--- src/design/sha256_pkg.sv ---
// Shared constants, tables and types of the SHA-256 stream hasher.
package sha256_pkg;

  localparam int BLOCK_WORDS = 16;
  localparam int HASH_WORDS  = 8;
  localparam int ROUNDS      = 64;

  // Round constants
  localparam logic [31:0] ROUND_K [ROUNDS] = '{
    32'h428a2f98, 32'h71374491, 32'hb5c0fbcf, 32'he9b5dba5,
    32'h3956c25b, 32'h59f111f1, 32'h923f82a4, 32'hab1c5ed5,
    32'hd807aa98, 32'h12835b01, 32'h243185be, 32'h550c7dc3,
    32'h72be5d74, 32'h80deb1fe, 32'h9bdc06a7, 32'hc19bf174,
    32'he49b69c1, 32'hefbe4786, 32'h0fc19dc6, 32'h240ca1cc,
    32'h2de92c6f, 32'h4a7484aa, 32'h5cb0a9dc, 32'h76f988da,
    32'h983e5152, 32'ha831c66d, 32'hb00327c8, 32'hbf597fc7,
    32'hc6e00bf3, 32'hd5a79147, 32'h06ca6351, 32'h14292967,
    32'h27b70a85, 32'h2e1b2138, 32'h4d2c6dfc, 32'h53380d13,
    32'h650a7354, 32'h766a0abb, 32'h81c2c92e, 32'h92722c85,
    32'ha2bfe8a1, 32'ha81a664b, 32'hc24b8b70, 32'hc76c51a3,
    32'hd192e819, 32'hd6990624, 32'hf40e3585, 32'h106aa070,
    32'h19a4c116, 32'h1e376c08, 32'h2748774c, 32'h34b0bcb5,
    32'h391c0cb3, 32'h4ed8aa4a, 32'h5b9cca4f, 32'h682e6ff3,
    32'h748f82ee, 32'h78a5636f, 32'h84c87814, 32'h8cc70208,
    32'h90befffa, 32'ha4506ceb, 32'hbef9a3f7, 32'hc67178f2
  };

  // Initial hash values
  localparam logic [31:0] INIT_H [HASH_WORDS] = '{
    32'h6a09e667, 32'hbb67ae85, 32'h3c6ef372, 32'ha54ff53a,
    32'h510e527f, 32'h9b05688c, 32'h1f83d9ab, 32'h5be0cd19
  };

  // Controller states
  typedef enum logic [2:0] {
    ST_ABSORB,
    ST_BLOCK,
    ST_PAD,
    ST_PAD_BLOCK,
    ST_EMIT_READ,
    ST_EMIT_LOAD
  } ctl_state_t;

  // Compression sequencer phases
  typedef enum logic [1:0] {
    CP_IDLE,
    CP_LOAD,
    CP_ROUND,
    CP_FINAL
  } cmp_phase_t;

  // Hash memory access
  typedef struct packed {
    logic        rd_en;
    logic [2:0]  rd_addr;
    logic        wr_en;
    logic [2:0]  wr_addr;
    logic [31:0] wr_data;
  } hram_req_t;

endpackage

--- src/design/sha256_block_buf.sv ---
// Message block buffer: packs bytes big-endian into a 16-word memory.
module sha256_block_buf import sha256_pkg::*; (
  input  logic        clk,
  input  logic        wr_en,
  input  logic [7:0]  wr_byte,
  input  logic [5:0]  wr_pos,
  input  logic        rd_en,
  input  logic [3:0]  rd_addr,
  output logic [31:0] rdata
);

  logic [23:0] pack;
  logic [31:0] mem [BLOCK_WORDS];

  // Byte packing, word written on the fourth byte
  always_ff @(posedge clk) begin
    if (wr_en) begin
      pack <= {pack[15:0], wr_byte};
      if (&wr_pos[1:0]) begin
        mem[wr_pos[5:2]] <= {pack, wr_byte};
      end
    end
  end

  // Registered read
  always_ff @(posedge clk) begin
    if (rd_en) begin
      rdata <= mem[rd_addr];
    end
  end

endmodule

--- src/design/sha256_hash_ram.sv ---
// Hash value memory with per-entry valid bits; invalid entries read as the IV.
module sha256_hash_ram import sha256_pkg::*; (
  input  logic        clk,
  input  logic        rst,
  input  logic        clear,
  input  hram_req_t   req,
  output logic [31:0] rdata
);

  logic [31:0]           mem [HASH_WORDS];
  logic [HASH_WORDS-1:0] valid;
  logic [31:0]           mem_q;
  logic                  valid_q;
  logic [2:0]            addr_q;

  // Write port
  always_ff @(posedge clk) begin
    if (req.wr_en) begin
      mem[req.wr_addr] <= req.wr_data;
    end
  end

  // Valid bits: cleared at reset and at end of message
  always_ff @(posedge clk) begin
    if (rst || clear) begin
      valid <= '0;
    end else if (req.wr_en) begin
      valid[req.wr_addr] <= 1'b1;
    end
  end

  // Registered read
  always_ff @(posedge clk) begin
    if (req.rd_en) begin
      mem_q   <= mem[req.rd_addr];
      valid_q <= valid[req.rd_addr];
      addr_q  <= req.rd_addr;
    end
  end

  assign rdata = valid_q ? mem_q : INIT_H[addr_q];

  // Read-modify-write never reads the entry being written
  a_no_rw_collide: assert property (@(posedge clk) disable iff (rst)
    (req.rd_en && req.wr_en) |-> (req.rd_addr != req.wr_addr))
    else $error("hash memory read and write hit the same entry");

endmodule

--- src/design/sha256_compress.sv ---
// Compression sequencer: load hash, 64 rounds with rolling schedule, add back.
module sha256_compress import sha256_pkg::*; (
  input  logic        clk,
  input  logic        rst,
  input  logic        start,
  output logic        busy,
  output logic        done,
  output hram_req_t   hram_req,
  input  logic [31:0] hram_rdata,
  output logic        buf_rd_en,
  output logic [3:0]  buf_rd_addr,
  input  logic [31:0] buf_rdata
);

  localparam logic [6:0] XFER_LAST  = 7'(HASH_WORDS);
  localparam logic [6:0] ROUND_LAST = 7'(ROUNDS - 1);
  localparam logic [6:0] BUF_ROUNDS = 7'(BLOCK_WORDS);

  cmp_phase_t  phase, phase_next;
  logic [6:0]  cnt, cnt_next;
  logic [31:0] wv [HASH_WORDS];
  logic [31:0] sched [BLOCK_WORDS];
  logic [31:0] w_q;
  logic [31:0] w_cur, w_next, t1, t2;

  function automatic logic [31:0] ror(input logic [31:0] x, input int n);
    return (x >> n) | (x << (32 - n));
  endfunction

  function automatic logic [31:0] bsig0(input logic [31:0] x);
    return ror(x, 2) ^ ror(x, 13) ^ ror(x, 22);
  endfunction

  function automatic logic [31:0] bsig1(input logic [31:0] x);
    return ror(x, 6) ^ ror(x, 11) ^ ror(x, 25);
  endfunction

  function automatic logic [31:0] ssig0(input logic [31:0] x);
    return ror(x, 7) ^ ror(x, 18) ^ (x >> 3);
  endfunction

  function automatic logic [31:0] ssig1(input logic [31:0] x);
    return ror(x, 17) ^ ror(x, 19) ^ (x >> 10);
  endfunction

  // Round datapath; w for rounds 16+ is computed one round ahead
  assign w_cur  = (cnt < BUF_ROUNDS) ? buf_rdata : w_q;
  assign t1     = wv[7] + bsig1(wv[4]) + ((wv[4] & wv[5]) ^ (~wv[4] & wv[6]))
                + ROUND_K[cnt[5:0]] + w_cur;
  assign t2     = bsig0(wv[0]) + ((wv[0] & wv[1]) ^ (wv[0] & wv[2]) ^ (wv[1] & wv[2]));
  assign w_next = sched[1] + ssig0(sched[2]) + sched[10] + ssig1(sched[15]);

  // Phase register
  always_ff @(posedge clk) begin
    if (rst) begin
      phase <= CP_IDLE;
      cnt   <= '0;
    end else begin
      phase <= phase_next;
      cnt   <= cnt_next;
    end
  end

  // Next phase and memory ports
  always_comb begin
    phase_next  = phase;
    cnt_next    = cnt + 7'd1;
    hram_req    = '0;
    buf_rd_en   = 1'b0;
    buf_rd_addr = '0;
    done        = 1'b0;
    unique case (phase)
      CP_IDLE: begin
        cnt_next = '0;
        if (start) begin
          phase_next = CP_LOAD;
        end
      end
      CP_LOAD: begin
        hram_req.rd_en   = (cnt < XFER_LAST);
        hram_req.rd_addr = cnt[2:0];
        if (cnt == XFER_LAST) begin
          buf_rd_en  = 1'b1;
          phase_next = CP_ROUND;
          cnt_next   = '0;
        end
      end
      CP_ROUND: begin
        buf_rd_en   = (cnt < BUF_ROUNDS - 7'd1);
        buf_rd_addr = cnt[3:0] + 4'd1;
        if (cnt == ROUND_LAST) begin
          phase_next = CP_FINAL;
          cnt_next   = '0;
        end
      end
      CP_FINAL: begin
        hram_req.rd_en   = (cnt < XFER_LAST);
        hram_req.rd_addr = cnt[2:0];
        hram_req.wr_en   = (cnt != '0);
        hram_req.wr_addr = cnt[2:0] - 3'd1;
        hram_req.wr_data = hram_rdata + wv[0];
        if (cnt == XFER_LAST) begin
          done       = 1'b1;
          phase_next = CP_IDLE;
          cnt_next   = '0;
        end
      end
      default: begin
        phase_next = CP_IDLE;
      end
    endcase
  end

  assign busy = (phase != CP_IDLE);

  // Working variables and schedule shift line
  always_ff @(posedge clk) begin
    case (phase) inside
      CP_LOAD, CP_FINAL: begin
        if (cnt != '0) begin
          for (int i = 0; i < HASH_WORDS - 1; i++) begin
            wv[i] <= wv[i+1];
          end
          wv[HASH_WORDS-1] <= hram_rdata;
        end
      end
      CP_ROUND: begin
        wv[0] <= t1 + t2;
        wv[1] <= wv[0];
        wv[2] <= wv[1];
        wv[3] <= wv[2];
        wv[4] <= wv[3] + t1;
        wv[5] <= wv[4];
        wv[6] <= wv[5];
        wv[7] <= wv[6];
        for (int i = 0; i < BLOCK_WORDS - 1; i++) begin
          sched[i] <= sched[i+1];
        end
        sched[BLOCK_WORDS-1] <= w_cur;
        w_q <= w_next;
      end
      default: begin
      end
    endcase
  end

  // A new block only starts on an idle sequencer
  a_start_idle: assert property (@(posedge clk) disable iff (rst)
    start |-> (phase == CP_IDLE))
    else $error("compression started while busy");

endmodule

--- src/design/sha256_stream_hasher_core.sv ---
// Top level of the SHA-256 stream hasher: control, length count, padding, digest output.
//
// Input stream (s_*): one message byte per word. s_tdata[7:0] is the byte,
// s_tuser says the byte is present, s_tlast ends the message after it.
// Output stream (m_*): eight digest words per message, H0 first;
// m_tuser is the word index, m_tlast marks the eighth word.
// Bytes are taken one per cycle while a block fills. When the 64th byte of
// a block arrives, s_tready drops while the block is compressed: the hash
// memory is loaded, the rounds read the block memory, and the results are
// added back into the hash memory. On end of message the padding bytes are
// written one per cycle up to the block end (one or two padded blocks, each
// then compressed), and the digest follows, each word read from the hash memory.
// If the message grows past 2^61-1 bytes, further bytes are dropped and the
// digest reads as zeros. After the eighth word is loaded the block is back
// at the initial hash values and takes the next message, even while that
// word still waits. A stalled receiver holds the current word and pauses
// the digest readout. Reset clears all control state and restores the
// initial hash values at once; no clearing pass is needed.
module sha256_stream_hasher_core import sha256_pkg::*; (
  input  logic        clk,
  input  logic        rst,
  input  logic        s_tvalid,
  output logic        s_tready,
  input  logic [7:0]  s_tdata,   // [7:0] data_byte
  input  logic        s_tuser,   // [0] has_byte
  input  logic        s_tlast,
  output logic        m_tvalid,
  input  logic        m_tready,
  output logic [31:0] m_tdata,   // [31:0] digest_word
  output logic [2:0]  m_tuser,   // [2:0] word_index
  output logic        m_tlast
);

  localparam int         LEN_W     = 61;
  localparam logic [7:0] PAD_MARK  = 8'h80;
  localparam logic [5:0] LEN_START = 6'd56;

  ctl_state_t       state, state_next;
  logic [5:0]       fill;
  logic [LEN_W-1:0] msg_bytes;
  logic             overflow, marker, ext, final_blk, end_pend;
  logic [2:0]       emit_idx;

  logic             take, len_full, ovf_hit, ovf_now, absorb_wr, buf_wr, cmp_start;
  logic             pad_len, emit_go, finish;
  logic [63:0]      len_bits;
  logic [7:0]       len_byte, pad_byte, buf_data;

  logic             cmp_busy, cmp_done;
  hram_req_t        cmp_req, emit_req, hram_req;
  logic [31:0]      hram_rdata;
  logic             buf_rd_en;
  logic [3:0]       buf_rd_addr;
  logic [31:0]      buf_rdata;

  // Input decode and padding byte
  assign take      = s_tvalid && s_tready;
  assign len_full  = &msg_bytes;
  assign ovf_hit   = take && s_tuser && len_full;
  assign ovf_now   = overflow || ovf_hit;
  assign absorb_wr = take && s_tuser && !len_full;
  assign len_bits  = {msg_bytes, 3'b000};
  assign len_byte  = len_bits[{~fill[2:0], 3'b000} +: 8];
  assign pad_len   = marker && !ext && (fill >= LEN_START);
  assign pad_byte  = !marker ? PAD_MARK : (pad_len ? len_byte : 8'h00);
  assign buf_wr    = absorb_wr || (state == ST_PAD);
  assign buf_data  = (state == ST_PAD) ? pad_byte : s_tdata;
  assign cmp_start = buf_wr && (&fill);
  assign emit_go   = (state == ST_EMIT_READ) && (!m_tvalid || m_tready);
  assign finish    = (state == ST_EMIT_LOAD) && (&emit_idx);
  assign s_tready  = (state == ST_ABSORB);

  // State register
  always_ff @(posedge clk) begin
    if (rst) begin
      state <= ST_ABSORB;
    end else begin
      state <= state_next;
    end
  end

  // Next state
  always_comb begin
    state_next = state;
    unique case (state)
      ST_ABSORB: begin
        if (take) begin
          if (cmp_start) begin
            state_next = ST_BLOCK;
          end else if (s_tlast) begin
            state_next = ovf_now ? ST_EMIT_READ : ST_PAD;
          end
        end
      end
      ST_BLOCK: begin
        if (cmp_done) begin
          if (!end_pend) begin
            state_next = ST_ABSORB;
          end else begin
            state_next = overflow ? ST_EMIT_READ : ST_PAD;
          end
        end
      end
      ST_PAD: begin
        if (&fill) begin
          state_next = ST_PAD_BLOCK;
        end
      end
      ST_PAD_BLOCK: begin
        if (cmp_done) begin
          state_next = final_blk ? ST_EMIT_READ : ST_PAD;
        end
      end
      ST_EMIT_READ: begin
        if (emit_go) begin
          state_next = ST_EMIT_LOAD;
        end
      end
      ST_EMIT_LOAD: begin
        state_next = (&emit_idx) ? ST_ABSORB : ST_EMIT_READ;
      end
      default: begin
        state_next = ST_ABSORB;
      end
    endcase
  end

  // Message counters and padding flags
  always_ff @(posedge clk) begin
    if (rst || finish) begin
      fill      <= '0;
      msg_bytes <= '0;
      overflow  <= 1'b0;
      marker    <= 1'b0;
      ext       <= 1'b0;
      final_blk <= 1'b0;
      end_pend  <= 1'b0;
      emit_idx  <= '0;
    end else begin
      if (buf_wr) begin
        fill <= fill + 6'd1;
      end
      if (absorb_wr) begin
        msg_bytes <= msg_bytes + LEN_W'(1);
      end
      if (ovf_hit) begin
        overflow <= 1'b1;
      end
      if (take) begin
        end_pend <= s_tlast;
      end
      // marker placed in the length field pushes the length to a new block
      if (state == ST_PAD) begin
        if (&fill) begin
          final_blk <= marker && !ext;
          ext       <= 1'b0;
        end else if (!marker) begin
          ext <= (fill >= LEN_START);
        end
        marker <= 1'b1;
      end
      if (state == ST_EMIT_LOAD) begin
        emit_idx <= emit_idx + 3'd1;
      end
    end
  end

  // Output register
  always_ff @(posedge clk) begin
    if (rst) begin
      m_tvalid <= 1'b0;
    end else if (state == ST_EMIT_LOAD) begin
      m_tvalid <= 1'b1;
    end else if (m_tready) begin
      m_tvalid <= 1'b0;
    end
  end

  always_ff @(posedge clk) begin
    if (state == ST_EMIT_LOAD) begin
      m_tdata <= overflow ? 32'h0 : hram_rdata;
      m_tuser <= emit_idx;
      m_tlast <= &emit_idx;
    end
  end

  // Hash memory port: sequencer while compressing, digest readout otherwise
  always_comb begin
    emit_req         = '0;
    emit_req.rd_en   = emit_go;
    emit_req.rd_addr = emit_idx;
  end

  assign hram_req = cmp_busy ? cmp_req : emit_req;

  sha256_block_buf u_block_buf (
    .clk     (clk),
    .wr_en   (buf_wr),
    .wr_byte (buf_data),
    .wr_pos  (fill),
    .rd_en   (buf_rd_en),
    .rd_addr (buf_rd_addr),
    .rdata   (buf_rdata)
  );

  sha256_hash_ram u_hash_ram (
    .clk   (clk),
    .rst   (rst),
    .clear (finish),
    .req   (hram_req),
    .rdata (hram_rdata)
  );

  sha256_compress u_compress (
    .clk         (clk),
    .rst         (rst),
    .start       (cmp_start),
    .busy        (cmp_busy),
    .done        (cmp_done),
    .hram_req    (cmp_req),
    .hram_rdata  (hram_rdata),
    .buf_rd_en   (buf_rd_en),
    .buf_rd_addr (buf_rd_addr),
    .buf_rdata   (buf_rdata)
  );

  // No byte is taken while a block is being compressed
  a_no_take_busy: assert property (@(posedge clk) disable iff (rst)
    cmp_busy |-> !s_tready)
    else $error("input accepted during compression");

  // Output word appears only from the digest readout
  a_out_from_emit: assert property (@(posedge clk) disable iff (rst)
    $rose(m_tvalid) |-> $past(state == ST_EMIT_LOAD))
    else $error("output word without digest readout");

  // A compression always starts on a full block
  a_block_wrap: assert property (@(posedge clk) disable iff (rst)
    cmp_start |=> (fill == '0))
    else $error("block fill did not wrap at compression start");

endmodule

--- config.mk ---
export PLATFORM = sky130hd
export DESIGN_NAME = sha256_stream_hasher_core
export DESIGN_NICKNAME = d
export VERILOG_FILES = /design/src/design/sha256_pkg.sv /design/src/design/sha256_block_buf.sv /design/src/design/sha256_hash_ram.sv /design/src/design/sha256_compress.sv /design/src/design/sha256_stream_hasher_core.sv
export SDC_FILE = /design/constraint.sdc
export NUM_CORES = 2
export LEC_CHECK = 0
export BUFFER_PORTS_ARGS = -buffer_cell sky130_fd_sc_hd__buf_4
export CORE_MARGIN = 1
export CORE_UTILIZATION = 55
export CTS_CLUSTER_DIAMETER = 200
export DETAILED_ROUTE_END_ITERATION = 10
export PLACE_DENSITY = 0.81
export SLEW_MARGIN = 10
export SYNTH_ARGS = -nofsm -noshare
export SYNTH_HDL_FRONTEND = slang
export SYNTH_SLANG_ARGS = --single-unit
--- constraint.sdc ---
create_clock -name clk -period 45.3 [get_ports clk]
set_clock_uncertainty 0.05 [all_clocks]
set_input_delay 4.53 -clock clk [delete_from_list [all_inputs] [get_ports clk]]
set_output_delay 4.53 -clock clk [all_outputs]
set_load 0.05 [all_outputs]
==> impl_metrics.json <==
{
  "final_area_um2": 91500,
  "cp_slowest_cell": "dfxtp_1",
  "critPathKind": "reg -> reg",
  "worstSetupEndpoint": "u_compress.wv[0][30]",
  "synth_flop_cell": "edfxtp_1",
  "yosys_warnings": 0,
  "worst_pin_slew_ns": 1.31,
  "internal_power_uw": 2710,
  "routedLengthMet1_um": 88300,
  "cpPeakStageDelay_ns": 0.83,
  "slew_violations": 0,
  "cts_root_buf": "clkbuf_16",
  "p_per_area_nw_per_um2": 38.6,
  "globalplace.congestion": 0.972,
  "final-seq-area_um2": 51900,
  "postCtsHoldBufs": 0,
  "synth-edff-count": 1664,
  "crit_top_cell": "o21ai_0",
  "numCtsBuffers": 172,
  "place_area_um2": 85800,
  "post-route-period-util_pct": 23.7,
  "setup_viol": 0,
  "start_util_pct": 55.4,
  "synthDistinctLibCells": 94,
  "grt_pass1_vias": 49800,
  "power.switching_uw": 825,
  "hold-worst-slack_ns": 0.357,
  "track_usage_pct": 28.8,
  "final_nets": 6336,
  "ir_worst_vdd_mv": 0.0367,
  "grt_pass1_wl_um": 323000,
  "port_buffers": 51,
  "routed_wl_um": 220000,
  "htreeDepth": 4,
  "crit_path_start_kind": "flop",
  "clk_path_buf_depth": 3,
  "required_ns": 45.83,
  "hold_viol": 0,
  "yosys.area.top_type": "edfxtp_1",
  "die-area_um2": 152000,
  "multi_input_area_um2": 29200,
  "rows": 142,
  "fmax_mhz": 93.2,
  "dp_worst_setup_slack_ns": 34.81,
  "cts.sinks": 1760,
  "critPathBufInv": 4,
  "cap_violations": 0,
  "synth_area_leaders": "edfxtp_1 (60%), fa_1 (4.5%), mux2_2 (3.9%)",
  "syn-cell-area_um2": 83000,
  "rr_endpoint": "u_compress.wv[0][30]",
  "wl_met3_um": 22300,
  "cp-end-kind": "flop",
  "antenna_found_initial": 13,
  "initialDrtViolationCount": 6092,
  "clk_pin_slew_ns": 0.06,
  "layout_setup_ws_ns": 34.57,
  "fillers": 10800,
  "layout_min_cycle_time_ns": 10.73,
  "r2r-start": "u_compress.cnt[1]",
  "syn_avg_cell_area_um2": 14.0,
  "clock_power_share_pct": 40.5,
  "area_growth_pct": 10.3,
  "drc": 0,
  "synth-seq-area-share_pct": 62.5,
  "crit_family": "compound AO/OA/AOI/OAI gates",
  "coreArea_um2": 150000,
  "via_per_inst": 6.25,
  "syn_nets": 6313,
  "pin_count": 52,
  "pwr-share-comb_pct": 8.0,
  "clock_latency_ns": 0.86,
  "wl_met2_um": 103000,
  "fp.dieH_um": 390,
  "grt_overflow": 0,
  "die_w_um": 390,
  "r2r_cells": 33,
  "min_path_type": "reg -> reg",
  "routedWlPerCell_um": 27.2,
  "seqPwrFrac_pct": 51.5,
  "total_leakage_power_uw": 0.0326,
  "dpl.hpwl_um": 145000,
  "worstPathMaxFanout": 15,
  "async_flop_share_pct": 0,
  "ant_nets": 0,
  "finalSetupTns_ns": 0,
  "status": "complete, no violations",
  "cts_tree": "done",
  "post_cts_resized": 0,
  "syn_inst": 5922,
  "cp.arrival_ns": 11.26,
  "slew_headroom_pct": 12.6,
  "grt_start_max_net_pins": 186,
  "synth_seq_cells": 1760,
  "drive_gt1_share_pct": 14.1,
  "swShare_pct": 23.3,
  "crit_start": "u_compress.cnt[1]",
  "vias": 50700,
  "first_pass_iters": 6,
  "rsz0062_at_grt": "no",
  "worst-path-stages": 33,
  "utilization_pct": 61.1,
  "cts_setup_buffers": 0,
  "reg2reg_slack_ns": 34.57,
  "synth_top_area_share_pct": 60.2,
  "top_layer": "met5"
}
-- sequential cells by signal, indices dropped and copies added, names as in the netlist, 32 cells and up --
register,cells
u_compress.sched,480
u_hash_ram.mem,256
m_tdata,32
msg_bytes,61
u_compress.wv,256
u_hash_ram.mem_q,32
u_block_buf.rdata,32
u_block_buf.mem,512
u_compress.w_q,32
-- final cells by class --
cell class	instances	area share [%]
Antenna cell	1	0.00273
Clock buffer	215	4.91
Clock inverter	100	1.30
Inverter	285	1.17
Multi-Input combinational cell	3576	31.9
Sequential cell	1760	56.7
Tap cell	2016	2.76
Timing Repair Buffer	150	1.26
-- power groups by stage --
stage	registers, uW	logic (uW)	clock network (uW)
6_report	1820	282	1430
5_1_grt	1820	310	1510
4_1_cts	1820	278	1450
3_5_place_dp	1860	275	0
3_3_place_gp	1850	271	0
2_1_floorplan	1850	210	0
-- worst min path at each step --
stage	from	to	cells past startpoint
6_report	u_compress.sched[1][53]	u_compress.sched[1][21]	0
5_1_grt	u_compress.sched[1][10]	u_compress.sched[0][234]	0
4_1_cts	u_compress.sched[1][53]	u_compress.sched[1][21]	0
3_5_place_dp	u_compress.sched[0][157]	u_compress.sched[0][125]	0
3_3_place_gp	u_compress.sched[0][174]	u_compress.sched[0][142]	0
2_1_floorplan	u_compress.sched[0][132]	u_compress.sched[0][100]	0
-- synth_stat cells, types with 27 or more instances --
| cell type | count |
|---|---|
| a211oi_1 | 31 |
| a21o_1 | 91 |
| a21oi_1 | 335 |
| a221oi_1 | 36 |
| a22oi_1 | 70 |
| and3_1 | 28 |
| buf_1 | 29 |
| clkbuf_1 | 261 |
| dfxtp_1 | 96 |
| edfxtp_1 | 1664 |
| fa_1 | 188 |
| ha_1 | 189 |
| inv_1 | 277 |
| mux2_2 | 291 |
| mux2i_1 | 154 |
| mux4_2 | 89 |
| nand2_1 | 415 |
| nand2b_1 | 27 |
| nand3_1 | 84 |
| nor2_1 | 347 |
| nor3_1 | 61 |
| o211ai_1 | 27 |
| o21a_1 | 36 |
| o21ai_0 | 297 |
| o32ai_1 | 34 |
| xnor2_1 | 307 |
| xor2_1 | 137 |
-- cell families (layout without fill, tap and decap cells) --
| group | after synthesis | in the layout | synth area share (%) |
|---|---|---|---|
| flip-flops | 1760 | 1760 | 62.5 |
| AO/OA/AOI/OAI | 1102 | 1102 | 8.31 |
| AND/OR/NAND/NOR | 1092 | 1092 | 5.84 |
| buffers and inverters | 586 | 750 | 2.67 |
| multiplexers | 535 | 535 | 8.24 |
| XOR/XNOR | 447 | 447 | 4.75 |
| adder cells (fa/ha/maj) | 400 | 400 | 7.66 |
| other | 0 | 1 | 0 |
-- worst reg2reg max path, delay by kind of cell (launching register included) --
kind            cells  cell delay [ns]
buf+inv             4             0.48
xor+xnor            2             0.35
flops               1             0.83
mux                 2             0.88
compound gates     14             4.18
simple gates        4             0.83
fa+ha+maj           7             2.86
-- stage by stage --
step | total power, uW | instances
2_1_floorplan | 2060 | 5922
3_3_place_gp | 2120 | 7787
3_5_place_dp | 2130 | 7787
4_1_cts | 3550 | 8102
5_1_grt | 3640 | 8102
6_report | 3540 | 8103
-- layer usage --
metal  vias up  global-route usage (%)
met5         -                       0
met4        14                    9.72
met3       427                    5.81
met2      2668                    45.2
met1     25600                    40.4
li1      22000                       -
-- placed cells by master (no fill, tap or decap), types with 93 or more instances in the layout --
master     count
nand2_1      411
edfxtp_1    1664
clkbuf_16    172
nor2_1       329
ha_1         186
a21oi_1      335
xnor2_1      307
dfxtp_1       93
fa_1         188
buf_4        148
mux2i_1      153
mux2_2       291
xor2_1       137
o21ai_0      289
inv_1        276
Note: power is estimated with default switching activity, not from simulation.
